File: src/hdl/bccp_ram.sv
`timescale 1ns / 1ps
`default_nettype none
module bccp_ram #(
  parameter int Width = 8,
  parameter int Depth = 16
) (
  input  wire logic                     clk_i,
  input  wire logic                     we_i,
  input  wire logic [$clog2(Depth)-1:0] waddr_i,
  input  wire logic [Width-1:0]         wdata_i,
  input  wire logic [$clog2(Depth)-1:0] raddr_i,
  output logic      [Width-1:0]         rdata_o
);
  logic [Width-1:0] mem_q [Depth];
  always_ff @(posedge clk_i) begin
    if (we_i) mem_q[waddr_i] <= wdata_i;
    rdata_o <= mem_q[raddr_i];
  end
endmodule
`default_nettype wire

File: config.mk
export PLATFORM = sky130hd
export DESIGN_NAME = bccp_ram
export DESIGN_NICKNAME = d
export VERILOG_FILES = /design/src/hdl/bccp_ram.sv
export SDC_FILE = /design/constraint.sdc
export NUM_CORES = 1
export LEC_CHECK = 0
export BUFFER_PORTS_ARGS = -buffer_cell sky130_fd_sc_hd__buf_2
export CORE_MARGIN = 2
export CORE_UTILIZATION = 65
export CTS_BUF_LIST = sky130_fd_sc_hd__clkbuf_2
export DETAILED_ROUTE_END_ITERATION = 6
export PLACE_DENSITY = 0.84
export SYNTH_ARGS = -nofsm -noshare
export SYNTH_HDL_FRONTEND = slang
export SYNTH_SLANG_ARGS = --single-unit
File: constraint.sdc
create_clock -name clk_i -period 5.7 [get_ports clk_i]
set_input_delay 1.425 -clock clk_i [delete_from_list [all_inputs] [get_ports clk_i]]
set_output_delay 1.425 -clock clk_i [all_outputs]
set_load 0.05 [all_outputs]
Word-level counts from Yosys, hierarchy flattened
Memories as Yosys holds them, arrays and structs flattened. A register that Yosys moved wholly into a read port is not among the register bits.
Index checks and enable logic that the tools add are counted.
{"block": "word_totals", "mem_count": 1, "elab_cells": 3, "regBits": 0, "ram_bits": 128, "out_inout_bits": 8, "input_bits": 18}
{"name": "mem_q", "words": 16, "width": 8, "read_ports": 1, "rd_ports_with_merged_regs": 1, "wr": 1, "line": "14", "source": "logic [Width-1:0] mem_q [Depth];"}
{"block": "classes", "n_mux": 2}
{"operator": "$mux 1", "count": 2}

Logic depth before layout (Yosys ltp)
{"block": "logic_depth", "depth_word": 2, "depth_mapped": 5, "depth_no_buf": 3}

Worst setup path after synthesis
Ideal clock, no wire load.
{"block": "synth_path", "kind": "input to register", "startpoint": "input port waddr_i[2]", "endpoint": "memory mem_q[0][0], enable pin", "slack_ns": 2.782, "t_arrival_ns": 2.535, "n_path_buf": 0, "stages": 2, "path_cell_list": "or3b_2 nor3_1"}
{"item": "start: declaration", "line": "9", "source": "input wire logic [$clog2(Depth)-1:0] waddr_i,"}
{"item": "end: declaration", "line": "14"}
No word-level cell before the write port.

Worst setup path after layout
{"block": "layout_path", "startpoint": "register rdata_o[7] (read register of mem_q)", "endpoint": "output port rdata_o[7]"}
{"item": "start: declaration", "line": "12", "source": "output logic [Width-1:0] rdata_o"}
No word-level cell between the ends.

==> impl_summary.txt <==
----------------------------------------------------
[Status]
  Outcome ... finished, final reports clean

[Worst setup path]
  Buffer and inverter count on the worst path ... 1
  Data arrival, critical path ... approximately 1400 ps
  Nature of the critical path startpoint ... register
  Required time of the critical path ... between 4000 and 5000 ps
  Category of the worst setup path capture point ... output pin
  Cell class contributing the biggest share of worst-path delay ... flip-flops
  Library cell contributing the largest single delay on the critical path ... sky130_fd_sc_hd__dfxtp_1
  Kind of critical path ... reg -> out
  Highest net fanout along the worst path ... 1
  Critical-path cell list ... buf_2
  Maximum single-stage delay on the critical path ... between 400 and 500 ps

[Floorplanning]
  Die ar. ... just under 9000 um^2
  Effective utilization at floorplan ... 67.0%
  Floorplan die width ... roughly 93 um
  DIE HEIGHT ... about 93 um
  Core region area ... just under 8000 um^2
  Rows ... 32
  Number of top-level pins ... 26

[STA]
  Final slew viol count ... 0
  Headroom to the max-slew limit ... between 10% and 20%
  Clock skew after layout ... 35.8 ps
  Sum Neg Setup Slack ... 0 ps
  Clock period minus final worst setup slack ... about 2800 ps
  Number of endpoints failing setup at the final stage ... 0
  Final critical-path share of the clock period ... 49.2%
  F_max ... 357 MHz
  Final Hold Viols ... 0
  Unrepaired setup endpoints after global routing ... no
  Worst Max-Slew Pin Slew ... roughly 1200 ps

[Logic synthesis]
  Synthesized Nets ... 247
  Number of enable flip-flop cells after synthesis ... approximately 130
  Top-count cell post-synth ... sky130_fd_sc_hd__edfxtp_1
  Synthesized flop and latch total ... 136
  Yosys synthesis warning count ... 0
  Leading cell types by count after synthesis ... sky130_fd_sc_hd__edfxtp_1 (128), sky130_fd_sc_hd__mux4_2 (18), sky130_fd_sc_hd__a22oi_1 (16), sky130_fd_sc_hd__mux4_1 (14), sky130_fd_sc_hd__nor2_1 (13)
  Share of synthesized area occupied by flip-flops and latches ... between 70% and 80%
  Post-synth top area share ... 74.7%
  Async SR Flop Fraction ... 0%
  Number of unique standard cell types used by synthesis ... 19
  Synth Area per Inst ... about 22 um^2
  Cell count after synthesis ... roughly 230
  Syn Std Cell Area ... 5150 um^2
  Dominant register cell in the synthesized netlist ... sky130_fd_sc_hd__edfxtp_1
  Ranking of synthesized cells by area ... sky130_fd_sc_hd__edfxtp_1 (75%), sky130_fd_sc_hd__mux4_2 (7.9%), sky130_fd_sc_hd__mux4_1 (7.1%), sky130_fd_sc_hd__dfxtp_1 (3.1%), sky130_fd_sc_hd__a22oi_1 (2.3%)
  Cell taking the most area after synthesis ... sky130_fd_sc_hd__edfxtp_1

[Pwr]
  Power after layout ... 1860 uW
  Ratio of total power to cell area ... roughly 330 nW/um^2
  Total leakage power ... approximately 0.0019 uW
  Peak supply drop ... approximately 230 uV

[Clocking]
  Post-CTS repair timing setup buffer count ... 0
  Hold buffer count at CTS ... 0
  Clk slew on worst S/H paths ... 200 ps
  Number of gates resized after cts ... 0
  Clock insertion delay at the later pin of the skew report ... ~670 ps
  TritonCTS sink count ... between 100 and 150
  Maximum number of buffers from clock root to sink ... 2
  Root cell of the clock tree ... sky130_fd_sc_hd__clkbuf_2
  Clock tree from TritonCTS ... done
  CTS H-Tree Depth ... 4
  Number of buffers created by CTS ... 17

[Detailed routing]
  Post-DRT Antenna Nets ... 0
  Number of DRC markers in iteration 0 ... between 300 and 400
  Vias per std cell ... between 6 and 7
  Count of unresolved DRC violations after routing ... 0
  Total iterations of the first detailed-routing run ... 4
  Total wire length after detailed routing ... approximately 9200 um
  Post-DR wirelength/cell ... around 24 um
  Overall via count from detail_route ... 2416

[Final layout]
  Synth-to-Final Area Change ... 8.95%
  End-of-flow core utilization ... between 70% and 80%
  N_diodes ... 0
  Net count reported at finish ... 283
  Share of cells above drive strength 1 ... 28.4%

[Flow run]
  Count of maximum capacitance violations ... 0

[Placement]
  Port bufs ... 25
  Weighted congestion at the end of routability-driven global placement ... roughly 0.74
  Post-detail-place hpwl ... 5640 um

[Global route]
  GRT Residual Overflow ... 0
  Vias in the first global route ... 2384
  Gr usage total ... 23.4%
  Maximum number of pins on one net before global-route repair ... 33
  Antenna violations before repair ... 0
  Global-route wire length before repair ... 13800 um

[Hold path]
  HP Class ... reg -> reg

----------------------------------------------------
final timing paths:
check | from | to | slack (ps) | depth (start not counted)
worst max-delay path | rdata_o[7] | rdata_o[7] | 2900 | 1
worst min-delay path | mem_q[10][1] | rdata_o[1] | 690 | 3
worst max register to register | mem_q[5][1] | rdata_o[1] | 4250 | 3
worst min register to register | mem_q[10][1] | rdata_o[1] | 690 | 3
cell usage in the layout (no fill, tap or decap), types with 4 or more instances in the layout:
cell type and count:
sky130_fd_sc_hd__a22oi_1 16, sky130_fd_sc_hd__bufinv_16 4, sky130_fd_sc_hd__nand2_1 9, sky130_fd_sc_hd__edfxtp_1 128
sky130_fd_sc_hd__clkinv_2 5, sky130_fd_sc_hd__mux4_1 14, sky130_fd_sc_hd__clkbuf_2 19, sky130_fd_sc_hd__nor2_1 13
sky130_fd_sc_hd__buf_2 25, sky130_fd_sc_hd__dfxtp_1 8, sky130_fd_sc_hd__mux4_2 18
kinds of logic (layout without fill, tap and decap cells):
group | after synthesis | in the layout | synth area share [%]
and+or+nand+nor | 35 | 35 | 3.18
buffers and inverters | 10 | 59 | 1.68
AOI/OAI and AO/OA | 16 | 16 | 2.33
muxes | 32 | 32 | 15.0
DFF | 136 | 136 | 77.8
registers in the layout (all words and copies together), names as in the netlist:
name and count:
mem_q 128, rdata_o 8
power breakdown:
group / internal [uW] / switching, uW
registers: 1120 / 7.43
clock network: 290 / 331
logic: 40.1 / 79.4
total: 1450 / 418
cell type report:
type	instances	area, um^2
Clock buffer	19	95.1
Clock inverter	13	179
Fill cell	469	2080
Multi-Input combinational cell	83	1060
Sequential cell	136	4000
Tap cell	102	128
Timing Repair Buffer	27	140
through the flow:
stage	setup slack [ps]	cells	hold slack, ps	area (um^2)
after floorplan	2780	229	629	5150
after global placement	2320	348	650	5330
after detailed placement	2270	348	673	5330
after CTS	2860	380	695	5610
after global routing	2850	380	726	5610
final	2900	380	691	5610
metal layers:
metal  GRT usage [%]  vias to the layer above  share of wire, %
met3            5.64                       14                11
met5               0                        -                 0
met2            34.2                      129                49
met1            34.8                     1226                39
li1                -                     1047                 -
met4            10.2                        0               1.7
No activity file was read; power rests on OpenSTA's default activity.
