### config.mk
export PLATFORM = sky130hd
export DESIGN_NAME = bccp_cfg
export DESIGN_NICKNAME = d
export VERILOG_FILES = /design/src/hdl/bccp_pkg.sv /design/src/hdl/bccp_cfg.sv
export SDC_FILE = /design/constraint.sdc
export NUM_CORES = 1
export LEC_CHECK = 0
export BUFFER_PORTS_ARGS = -buffer_cell sky130_fd_sc_hd__buf_2
export CAP_MARGIN = 20
export CORE_MARGIN = 1
export CORE_UTILIZATION = 52
export DETAILED_ROUTE_END_ITERATION = 10
export PLACE_DENSITY = 0.84
export SLEW_MARGIN = 15
export SYNTH_ARGS = -nofsm -noshare
export SYNTH_HDL_FRONTEND = slang
export SYNTH_SLANG_ARGS = --single-unit
### constraint.sdc
create_clock -name clk_i -period 1.2 [get_ports clk_i]
set_input_delay 0 -clock clk_i [delete_from_list [all_inputs] [get_ports clk_i]]
set_output_delay 0 -clock clk_i [all_outputs]
set_load 0.1 [all_outputs]
### src/hdl/bccp_pkg.sv
`timescale 1ns / 1ps
`default_nettype none
package bccp_pkg;
  localparam int MaxBlocks = 1024;
  localparam int IdxW = 10;
  localparam int SumW = 20;
  localparam int CntW = 11;
  localparam int BpW = 13;
  localparam int MaxBlockPixels = 4096;
  localparam int ColW = 24;

  localparam logic [2:0] RegMode = 3'd0;
  localparam logic [2:0] RegThreshold = 3'd1;
  localparam logic [2:0] RegRefRed = 3'd2;
  localparam logic [2:0] RegRefGreen = 3'd3;
  localparam logic [2:0] RegRefBlue = 3'd4;
  localparam logic [2:0] RegInvert = 3'd5;
  localparam logic [2:0] RegBlockPixels = 3'd6;

  typedef enum logic [3:0] {
    ST_ACC, ST_DIV, ST_RD, ST_NORM, ST_CMP, ST_PCT, ST_OUT, ST_CLR
  } state_e;

  typedef struct packed {
    logic       mode;
    logic [7:0] threshold;
    logic [7:0] ref_red;
    logic [7:0] ref_green;
    logic [7:0] ref_blue;
    logic       invert_match;
    logic [12:0] block_pixels;
  } cfg_t;

  typedef struct packed {
    logic       start;
    logic [SumW-1:0] dividend;
    logic [SumW-1:0] divisor;
  } div_req_t;
endpackage
`default_nettype wire

### src/hdl/bccp_cfg.sv
`timescale 1ns / 1ps
`default_nettype none
module bccp_cfg
  import bccp_pkg::*;
(
  input  wire logic        clk_i,
  input  wire logic        rst_ni,
  input  wire logic        we_i,
  input  wire logic [2:0]  idx_i,
  input  wire logic [12:0] data_i,
  output cfg_t             cfg_o
);
  cfg_t cfg_q;
  always_ff @(posedge clk_i or negedge rst_ni) begin
    if (!rst_ni) begin
      cfg_q <= '{mode: 1'b0, threshold: 8'd10, ref_red: 8'd0, ref_green: 8'd0,
                 ref_blue: 8'd0, invert_match: 1'b0, block_pixels: 13'd256};
    end else if (we_i) begin
      unique case (idx_i)
        RegMode:        cfg_q.mode <= data_i[0];
        RegThreshold:   cfg_q.threshold <= data_i[7:0];
        RegRefRed:      cfg_q.ref_red <= data_i[7:0];
        RegRefGreen:    cfg_q.ref_green <= data_i[7:0];
        RegRefBlue:     cfg_q.ref_blue <= data_i[7:0];
        RegInvert:      cfg_q.invert_match <= data_i[0];
        RegBlockPixels: cfg_q.block_pixels <= data_i;
        default: ;
      endcase
    end
  end
  assign cfg_o = cfg_q;
endmodule
`default_nettype wire

* Word-level counts from Yosys, hierarchy flattened
Cells that the tools add are included.
** Storage, ports and cells
- Flip-flop bits (word level) :: 47
- Input bits :: 19
- Output and inout port bits :: 47
** Operators by class
- Eq/ne operators :: 6
- Reductions and logical operators :: 8
** Operators with widths (number)
- AND reduction 2 bit :: 7
- equality test 3 bit, second input constant :: 3
- equality test 3 x 2 -> 1 bit, second input constant :: 2
- equality test 3 x 1 -> 1 bit, second input constant :: 1
- logical NOT 3 bit :: 1

* Logic depth before layout (Yosys ltp)
- Depth after elaboration :: 2
- Mapped depth :: 3
- Mapped depth without buffers :: 2

* Worst setup path after synthesis
No wires, ideal clock.
- Path type :: register to register
- Start point :: register cfg_o[30] (netlist name)
- End point :: register cfg_q, in the netlist cfg_o[30]
- Setup time :: 0.128 ns
- Data arrival time :: 1.152 ns
- Required time :: 1.072 ns
- Setup slack :: -0.080 ns
- Stages on the path, launching flop included :: 2
- Period minus slack after synthesis :: 1.280 ns
- Cells stage by stage :: dfrtp_1 mux2_1
** RTL lines
- end signal, assigned :: line bccp_cfg.sv:16 : cfg_q <= '{mode: 1'b0, threshold: 8'd10, ref_red: 8'd0, ref_green: 8'd0,
- end, declared :: line bccp_cfg.sv:13 : cfg_t cfg_q;

* Worst setup path after layout
- Start point :: register cfg_q, in the netlist cfg_o[13]
- End point :: output cfg_o[13] (netlist bit)
** RTL lines
- end, declared :: line bccp_cfg.sv:11 : output cfg_t cfg_o
No word-level cell between the ends.

==> impl_metrics.env <==
export IMPL_power_density_nw_per_um2=2500
export IMPL_arrival_ps=1140
export IMPL_synth_adder_area_share=0
export IMPL_hold_end="cfg_o[13]"
export IMPL_drt_iter0_drc=15
export IMPL_viasPerCell=5.16
export IMPL_ys_ff_latch=47
export IMPL_drv_cap=0
export IMPL_largest_register_ffs=47
export IMPL_grt_pass1_wl_um=5790
export IMPL_synthesis_nets=124
export IMPL_finalCriticalPeriod_ps=1140
export IMPL_rsz0062_at_grt="false"
export IMPL_setup_tns_ps=0
export IMPL_synth_compound_area_frac=0
export IMPL_synth_area_leaders="dfrtp_1, mux2_2, mux2_1"
export IMPL_core_sq_um=3390
export IMPL_dieArea_sq_um=3820
export IMPL_r2r_start="cfg_o[44]"
export IMPL_path_cells="buf_2"
export IMPL_crit_slowest_cell="buf_2"
export IMPL_finalNetCount=212
export IMPL_yosys_area_share_simple=0.0457
export IMPL_synth_xor_area_share=0
export IMPL_wl_per_cell_um=16.2
export IMPL_grt_antenna_before_repair=0
export IMPL_cts_root_buf="clkbuf_4"
export IMPL_cp_num_buf_inv=1
export IMPL_place_congestion=0.640
export IMPL_power_leakage_nw=1.21
export IMPL_r2r_cells=1
export IMPL_vias=1238
export IMPL_cp_max_fo=2
export IMPL_max_freq_mhz=879
export IMPL_layout_setup_ws_ps=61.8
export IMPL_drive_gt1_frac=0.820
export IMPL_ys_warnings_count=0
export IMPL_synth_top_family_by_area="multiplexers"
export IMPL_die_y_um=61.8
export IMPL_r2r_slack_ps=370
export IMPL_wirelength_um=3890
export IMPL_die_w_um=61.8
export IMPL_slew_violations=0
export IMPL_relSlewSlack=0.674
export IMPL_hold_class="in -> reg"
export IMPL_fin_cells=240
export IMPL_io_buffers=65
export IMPL_track_usage=0.221
export IMPL_cpPeakStageDelay_ps=420
export IMPL_drc=0
export IMPL_drtPass1Iterations=3
export IMPL_yosys_area_top_type_share=0.592
export IMPL_io_pins=66
export IMPL_min_from="we_i"
export IMPL_cts_sinks=47
export IMPL_syn_mean_instance_area_sq_um=17.7
export IMPL_finalCritPeriodShare=0.948
export IMPL_dp_hpwl_um=2710
export IMPL_grt_pass1_vias=1195
export IMPL_yosysSeqAreaShare=0.634
export IMPL_rows=21
export IMPL_critical_path_class="reg -> out"
export IMPL_clockBufferDepth=2
export IMPL_r2r_end="cfg_o[44]"
export IMPL_crit_required_ps=1200
export IMPL_cts_max_level=2
export IMPL_min_path_cells=3
export IMPL_n_antenna_cell=0
export IMPL_syn_inst=105
export IMPL_clk_pin_slew_ps=110
export IMPL_synth_cell_types=11
export IMPL_yosys_area_top_type="dfrtp_1"
export IMPL_clk_latency_ps=350
export IMPL_start_util=0.549
export IMPL_place_ws_ps=114
export IMPL_yosys_mux_area_fraction=0.303
export IMPL_cts_tree="done"
export IMPL_grt_start_max_net_pins=31
export IMPL_crit_path_start_kind="flop"
export IMPL_setup_viol=0
export IMPL_vdd_drop_max_uv=1550
export IMPL_clock_skew_ps=0
export IMPL_place_inst=218
export IMPL_drtAntennaViolNets=0
export IMPL_run_status="finished, final reports clean"
export IMPL_crit_family="buffers and inverters"
export IMPL_worst_pin_slew_ps=492
export IMPL_area_delta_synth_final_pct=43.8
export IMPL_synth_cell_area_sq_um=1860
export IMPL_finalHoldViolations=0
export IMPL_cts_made_buffers=5
export IMPL_grt_overflow=0
export IMPL_critPathCaptureType="primary output"
==> per-stage QoR <==
step	utilization	total power [mW]	instance area, sq um	hold WS, ps
2_1_floorplan	-	5.16	1920	-296
3_3_place_gp	0.702	5.75	2380	-46.5
3_5_place_dp	0.702	5.81	2380	-41.5
4_1_cts	0.763	6.60	2580	51.5
5_1_grt	0.789	6.97	2680	48.0
6_report	0.789	6.70	2680	64.2
==> layout by cell type (no fill, tap or decap) <==
master	n
nor4b_1	1
clkbuf_4	41
dfrtp_2	44
clkbuf_1	1
dfstp_2	3
nand4b_1	1
clkinv_4	1
nand4b_2	2
buf_4	4
buf_2	26
mux2_1	15
clkbuf_8	1
mux2_4	9
dlygate4sd3_1	14
buf_12	5
mux2_2	23
and4bb_1	3
==> cells in the mapped netlist <==
library cell	n
mux2_2	23
dfstp_2	3
dfrtp_1	44
mux2_4	9
buf_6	2
mux2_1	15
nor4b_1	1
and4bb_1	3
buf_2	2
nand4b_1	1
nand4b_2	2
==> power by group <==
| part | internal, mW | leakage (nW) | switching, mW |
|---|---|---|---|
| registers | 2.00 | 0.512 | 0.203 |
| clock network | 0.291 | 0.0355 | 0.468 |
| logic | 0.777 | 0.665 | 2.95 |
==> area by class of cell <==
cell class | instances | area (sq um)
fillers | 197 | 714
multi-input cells | 54 | 648
well taps | 46 | 57.6
clock inverters | 1 | 8.76
flip-flops and latches | 47 | 1230
repair buffers | 85 | 671
clock buffers | 7 | 55.1
==> cell families after synthesis <==
logic type,after synthesis
multiplexers,47
flip-flops,47
AND/OR/NAND/NOR,7
buffers and inverters,4
==> metal layers <==
metal	part of all wire	global-route usage	wire length, um	vias up
met2	0.53	0.373	2070	44
met5	0	0	0	-
met3	0.050	0.0683	195	6
met1	0.41	0.274	1580	624
met4	0.012	0.0667	47	0
li1	-	-	-	564
==> worst max-delay path by stage <==
stage	start	endpoint	slack, ps	depth (start not counted)
global route	cfg_o[14]	cfg_o[14]	1	1
CTS	cfg_o[29]	cfg_o[29]	7	1
floorplan	cfg_o[8]	cfg_o[8]	70	1
global placement	idx_i[1]	cfg_o[15]	150	4
detailed placement	idx_i[2]	cfg_o[42]	110	4
finish	cfg_o[13]	cfg_o[13]	60	1
==> timing repair <==
item | in CTS | in global routing
endpoints found under the setup margin | 0 | 36
setup buffers | 0 | 0
hold buffers | 14 | 0
endpoints found under the hold margin | 91 | 0
resized for setup | 0 | 36
Power figures use the tool's default switching activity.
