$ cat src/hdl/bccp_pkg.sv
`timescale 1ns / 1ps
`default_nettype none
package bccp_pkg;
  localparam int MaxBlocks = 1024;
  localparam int IdxW = 10;
  localparam int SumW = 20;
  localparam int CntW = 11;
  localparam int BpW = 13;
  localparam int MaxBlockPixels = 4096;
  localparam int ColW = 24;

  localparam logic [2:0] RegMode = 3'd0;
  localparam logic [2:0] RegThreshold = 3'd1;
  localparam logic [2:0] RegRefRed = 3'd2;
  localparam logic [2:0] RegRefGreen = 3'd3;
  localparam logic [2:0] RegRefBlue = 3'd4;
  localparam logic [2:0] RegInvert = 3'd5;
  localparam logic [2:0] RegBlockPixels = 3'd6;

  typedef enum logic [3:0] {
    ST_ACC, ST_DIV, ST_RD, ST_NORM, ST_CMP, ST_PCT, ST_OUT, ST_CLR
  } state_e;

  typedef struct packed {
    logic       mode;
    logic [7:0] threshold;
    logic [7:0] ref_red;
    logic [7:0] ref_green;
    logic [7:0] ref_blue;
    logic       invert_match;
    logic [12:0] block_pixels;
  } cfg_t;

  typedef struct packed {
    logic       start;
    logic [SumW-1:0] dividend;
    logic [SumW-1:0] divisor;
  } div_req_t;
endpackage
`default_nettype wire

$ cat src/hdl/bccp_div.sv
`timescale 1ns / 1ps
`default_nettype none
// restoring divider, one quotient bit a cycle
module bccp_div
  import bccp_pkg::*;
(
  input  wire logic           clk_i,
  input  wire logic           rst_ni,
  input  wire div_req_t       req_i,
  output logic                done_o,
  output logic [SumW-1:0]     quot_o
);
  localparam int StepW = $clog2(SumW + 1);
  logic [SumW-1:0] rem_q, rem_d, quo_q, quo_d, dvs_q;
  logic [StepW-1:0] cnt_q, cnt_d;
  logic busy_q, busy_d, done_q, done_d;
  logic [SumW:0] trial;

  always_comb begin
    rem_d = rem_q; quo_d = quo_q; cnt_d = cnt_q; busy_d = busy_q; done_d = 1'b0;
    trial = {rem_q, quo_q[SumW-1]} - {1'b0, dvs_q};
    if (req_i.start) begin
      rem_d = '0; quo_d = req_i.dividend; cnt_d = StepW'(SumW); busy_d = 1'b1;
    end else if (busy_q) begin
      if (!trial[SumW]) rem_d = trial[SumW-1:0];
      else rem_d = {rem_q[SumW-2:0], quo_q[SumW-1]};
      quo_d = {quo_q[SumW-2:0], ~trial[SumW]};
      cnt_d = cnt_q - 1'b1;
      if (cnt_q == StepW'(1)) begin
        busy_d = 1'b0; done_d = 1'b1;
      end
    end
  end

  always_ff @(posedge clk_i or negedge rst_ni) begin
    if (!rst_ni) begin
      busy_q <= 1'b0; done_q <= 1'b0; cnt_q <= '0;
    end else begin
      busy_q <= busy_d; done_q <= done_d; cnt_q <= cnt_d;
    end
  end
  always_ff @(posedge clk_i) begin
    rem_q <= rem_d; quo_q <= quo_d;
    if (req_i.start) dvs_q <= req_i.divisor;
  end
  assign done_o = done_q;
  assign quot_o = quo_q;
endmodule
`default_nettype wire

$ cat config.mk
export PLATFORM = sky130hd
export DESIGN_NAME = bccp_div
export DESIGN_NICKNAME = d
export VERILOG_FILES = /design/src/hdl/bccp_pkg.sv /design/src/hdl/bccp_div.sv
export SDC_FILE = /design/constraint.sdc
export NUM_CORES = 1
export LEC_CHECK = 0
export BUFFER_PORTS_ARGS = -buffer_cell sky130_fd_sc_hd__buf_2
export CORE_MARGIN = 4
export CORE_UTILIZATION = 52
export DETAILED_ROUTE_END_ITERATION = 10
export GPL_ROUTABILITY_DRIVEN = 0
export PLACE_DENSITY_LB_ADDON = 0.08
export RECOVER_POWER = 25
export SETUP_SLACK_MARGIN = 0.5
export SLEW_MARGIN = 20
export SYNTH_ARGS = -nofsm -noshare
export SYNTH_HDL_FRONTEND = slang
export SYNTH_SLANG_ARGS = --single-unit
$ cat constraint.sdc
create_clock -name clk_i -period 2.82 [get_ports clk_i]
set_clock_uncertainty 0.05 [all_clocks]
set_input_delay 0.282 -clock clk_i [delete_from_list [all_inputs] [get_ports clk_i]]
set_output_delay 0.282 -clock clk_i [all_outputs]
set_load 0.05 [all_outputs]
-- Word level (Yosys, flattened, before mapping)
Cells that the tools add are included.
Widths: inputs -> output; s select.
- flip-flop bits (word level): 67
- input bits: 43
- word-level logic and storage cells: 22
- add/sub/neg operators: 2
- equal/unequal tests: 1
- mux-type cells: 11
- bitwise logic cells: 1
- reductions and logical operators: 1
- operators with widths (kind ; number):
    $mux 20 ; 3
    $sub 21x20->21 ; 1
    $mux 5 ; 2
    $mux 1 ; 6
    $eq 5x1->1 const B ; 1
    $sub 5x1->5 const B ; 1
    $reduce_bool 2->1 ; 1
    $not 1->1 ; 1

-- Longest topological paths before layout
- depth after elaboration: 4
- gate-level depth with buffers: 12
- depth with buffers taken out: 11

-- Worst setup path after synthesis
No wires, ideal clock.
- path type: register to register
- start point: register quo_q[19] (netlist: quot_o[19])
- end point: register rem_q[19]
- data arrival time: 2836 ps
- required time: 2648 ps
- setup slack: -188 ps
- stages on the path, launching flop included: 13
- path buffers: 1
- path through: edfxtp_1 inv_1 ha_1 inv_1 fa_1 a21o_1 a31o_1 and3_1 o211a_1 o21ai_1 buf_4 a211oi_1 a311o_1
- word-level cells in the longest chain between the ends: 2
- RTL lines (item ; RTL line ; text):
    start: declaration ; bccp_div.sv:14 ; logic [SumW-1:0] rem_q, rem_d, quo_q, quo_d, dvs_q;
    start signal: assignment ; bccp_div.sv:43 ; rem_q <= rem_d; quo_q <= quo_d;
    $sub 21x20->21 ; bccp_div.sv:21 ; trial = {rem_q, quo_q[SumW-1]} - {1'b0, dvs_q};
    $mux 20 ; bccp_div.sv:25 ; if (!trial[SumW]) rem_d = trial[SumW-1:0];
    end signal: assignment ; bccp_div.sv:43 ;
    end: declaration ; bccp_div.sv:14 ;
Every way passes these cells.
A chain may end at the register's enable or synchronous reset.

-- Worst setup path after layout
- start point: register quo_q[19] (netlist: quot_o[19])
- end point: register rem_q[0]
- word-level cells in the longest chain between the ends: 2
- RTL lines (item ; RTL line):
    $sub 21x20->21 ; bccp_div.sv:21
    $mux 20 * ; bccp_div.sv:25
Mark *: on every way between the ends. The rest lies on a longest branch, timed or not.

==> results.py <==
metrics = {
    "logic_synthesis": {
        "yosys_most_used_dff": "edfxtp_1",
        "synth_seq_area_share_pct": 43.75,
        "syn_area_per_cell_um2": 10.72,
        "synth_cell_type_count": 62,
        "number_of_enable_type_register_cells_in_the_synthesized_netlist": 40,
        "synthCells": 379,
        "async_reset_ff_share_pct": 10.45,
        "yosys_register_bits": 67,
        "cell_area_after_synthesis_um2": 4061,
        "synth_warnings": 0,
        "synth_fp_nets": 445,
    },
    "power": {
        "cellPowerDensity_nw_per_um2": 932.9,
        "p_leak_nw": 2.184,
        "ir_drop_mv": 0.4726,
        "total_power_mw": 4.786,
    },
    "clock_network": {
        "clk_path_buf_depth": 2,
        "cts-htree-levels": 3,
        "tritoncts_clock_tree": "built",
        "clk_root_buffer_cell": "clkbuf_8",
        "worstSkewPairLatency_ns": 0.36,
        "clock_slew_seen_by_the_registers_of_the_worst_setup_and_hold_paths_ns": 0.08,
        "tritoncts_num_sinks": 67,
        "cts_inserted_buffers": 9,
    },
    "finish": {
        "final_non_filler_cell_total": 582,
        "regArea_um2": 1777,
        "finalInstanceArea_um2": 5130,
        "fill_cells": 586,
        "most-common-layout-cells": "buf_2 (61), edfxtp_1 (40), buf_4 (35), nor2_1 (28), inv_1 (23)",
        "commonest_non_fill_non_tap_cell_in_the_layout": "buf_2",
        "antenna-diode-count": 0,
        "area_growth_syn_to_layout_pct": 26.31,
        "layout-drive-gt1-share_pct": 38.72,
        "final_nets": 544,
        "multi_input_area_um2": 2218,
    },
    "detailed_routing": {
        "dr.first_iter.drc_count": 178,
        "vias_per_cell": 5.816,
        "avgRoutedWirePerCell_um": 17.43,
        "postRouteAntennaNets": 0,
        "route.vias.total": 3385,
        "wirelength_um": 10150,
        "remaining_drc_errors": 0,
        "drt-pass1-iter-count": 5,
    },
    "setup_path": {
        "worstPathMaxFanout": 8,
        "cp_slowest_stage_delay_ns": 0.40,
        "family_with_the_most_delay_on_the_worst_path": "compound AO/OA/AOI/OAI gates",
        "timing.critical_path.arrival_ns": 2.93,
        "critical-path-top-cell-by-count": "inv_2",
        "critPathSlowestCell": "edfxtp_1",
        "critical_path.n_buffers_inverters": 4,
        "setup.worst_path.start": "quot_o[19]",
        "reg2reg_start": "quot_o[19]",
        "worstSetupPathDepth": 13,
        "worst-r2r-setup-slack_ns": 0.05,
        "worst_setup_path_endpoint": "rem_q[0]",
        "critical_path.startpoint_type": "flop",
        "critPathRequiredTime_ns": 2.99,
        "cell_by_cell_trace_of_the_critical_path": "inv_2 > ha_4 > inv_2 > fa_2 > a21o_1 > a31o_1 > and3_4 > o211a_4 > nor3_4 > clkbuf_16 > buf_6 > or3_1 > a311oi_1",
        "critical_path.endpoint_type": "flop",
        "worst-r2r-cell-count": 13,
        "critPathKind": "flop to flop",
        "rr_endpoint": "rem_q[0]",
    },
    "timing": {
        "maxClockFrequency_ghz": 0.3615,
        "relSlewSlack_pct": 48.75,
        "worst_pin_slew_ns": 0.7679,
        "post-route-period-util_pct": 98.08,
        "finalSetupViolations": 0,
        "min_period_ns": 2.766,
        "slew_violations": 0,
        "finalHoldViolCount": 0,
        "grt_setup_unrepaired": "true",
    },
    "global_route": {
        "first_global_vias": 3213,
        "globalRoute.totalOverflow": 0,
        "grt_start_max_net_pins": 45,
        "grt_antenna_before_repair": 1,
        "grtUsageTotal_pct": 22.34,
        "global_route_wire_length_before_repair_um": 15950,
    },
    "placement": {
        "place_area_um2": 4639,
        "detailedPlacementHpwl_um": 6977,
        "placed_instance_count": 547,
        "numPortBuffers": 63,
    },
    "floorplanning": {
        "die_area_um2": 9288,
        "die_width_um": 96.38,
        "die_height_um": 96.38,
        "io_pins": 64,
        "initial_utilization_pct": 54.82,
        "core.rowCount": 31,
        "coreArea_um2": 7408,
    },
    "flow_run": {
        "drv.max_cap_violation_count": 0,
    },
    "hold_path": {
        "hold_class": "input port to flop",
    },
    "outcome": {
        "outcome": "complete, no violations",
    },
}
routing by layer:
metal / vias up / global-route usage, % / share of wire (%)
met5: - / 0 / 0.13
met4: 2 / 7.360 / 1.5
met3: 20 / 4.260 / 5.8
met2: 111 / 37.67 / 49
met1: 1622 / 28.90 / 44
li1: 1630 / - / -
final cells by class:
class	count	share of cell area, %
sequential	67	34.63
clock inverter	6	1.244
clock buffer	10	2.683
multi-input combinational	268	43.24
inverter	25	1.829
tap	99	2.415
timing repair buffer	107	13.95
power breakdown:
| group | internal (mW) | leakage [nW] | switching (mW) |
|---|---|---|---|
| Combinational | 1.17 | 1.43 | 1.38 |
| Clock | 0.432 | 0.0987 | 0.399 |
| Sequential | 1.24 | 0.653 | 0.172 |
sequential cells by signal, indices dropped and copies added, names as in the netlist:
name	count
dvs_q	20
rem_q	20
done_o	1
busy_q	1
quot_o	20
cnt_q	5
what timing repair did:
action | in CTS | in global routing
gates cloned | 1 | 1
endpoints found under the setup margin | 21 | 21
hold buffers | 1 | 0
hold endpoints to repair | 7 | 0
resized for setup | 14 | 16
pin swaps | 20 | 19
buffers inserted | 8 | 8
how the worst min path moves through the flow:
stage               startpoint   endpoint  slack, ns  depth (start not counted)
global route          req_i[1]   dvs_q[1]       0.04                          1
detailed placement      rst_ni     done_o       0.07                          1
CTS                  req_i[11]  dvs_q[11]       0.03                          1
finish               req_i[12]  dvs_q[12]       0.05                          1
global placement        rst_ni     done_o       0.07                          1
floorplan               rst_ni     busy_q      -0.06                          0
synth_stat cells, types with 5 or more instances:
library cell | instances | area, µm²
edfxtp_1 | 40 | 1201
nor2_1 | 29 | 108.9
inv_1 | 25 | 93.84
ha_1 | 22 | 275.3
dfxtp_1 | 20 | 400.4
a21oi_1 | 19 | 95.09
mux2_2 | 19 | 214.0
a21o_1 | 14 | 105.1
xnor2_1 | 14 | 122.6
nand2_1 | 13 | 48.80
nand3_1 | 13 | 65.06
o211ai_1 | 11 | 82.58
a311oi_2 | 9 | 135.1
clkbuf_1 | 9 | 33.78
o21ai_0 | 9 | 45.04
o21ai_2 | 9 | 78.83
and3_1 | 7 | 43.79
dfrtp_1 | 7 | 175.2
a311oi_1 | 6 | 52.55
nor3_1 | 6 | 30.03
nand2b_1 | 5 | 31.28
nand4_1 | 5 | 31.28
o21a_1 | 5 | 37.54
per-stage QoR:
step                hold slack, ns  util [%]  TNS (ns)  worst slack [ns]
detailed placement         0.07308     62.62   -0.2220          -0.04354
finish                     0.04502     69.25         0           0.05410
global route               0.03728     69.25   -0.8494          -0.07157
floorplan                 -0.06359         -    -1.343           -0.1028
CTS                        0.03494     67.35         0            0.1208
global placement           0.07061     62.62         0           0.04606
worst register-to-register path, cell delays in order, from the launching register on:
cell and delay [ns]:
edfxtp_1 0.40, inv_2 0.08, ha_4 0.12, inv_2 0.03
fa_2 0.33, a21o_1 0.20, a31o_1 0.19, and3_4 0.19
o211a_4 0.25, nor3_4 0.26, clkbuf_16 0.23, buf_6 0.11
or3_1 0.10, a311oi_1 0.08
kinds of logic (layout without fill, tap and decap cells):
kind of cell | after synthesis | after routing | synth area share, %
adders and majority gates | 23 | 23 | 7.270
AOI/OAI and AO/OA | 113 | 113 | 22.92
xor gates and xnor gates | 16 | 16 | 3.451
and+or+nand+nor | 97 | 97 | 12.69
buffers and inverters | 44 | 148 | 4.652
DFF | 67 | 67 | 43.75
muxes | 19 | 19 | 5.268
Note: power is estimated with default switching activity, not from simulation.
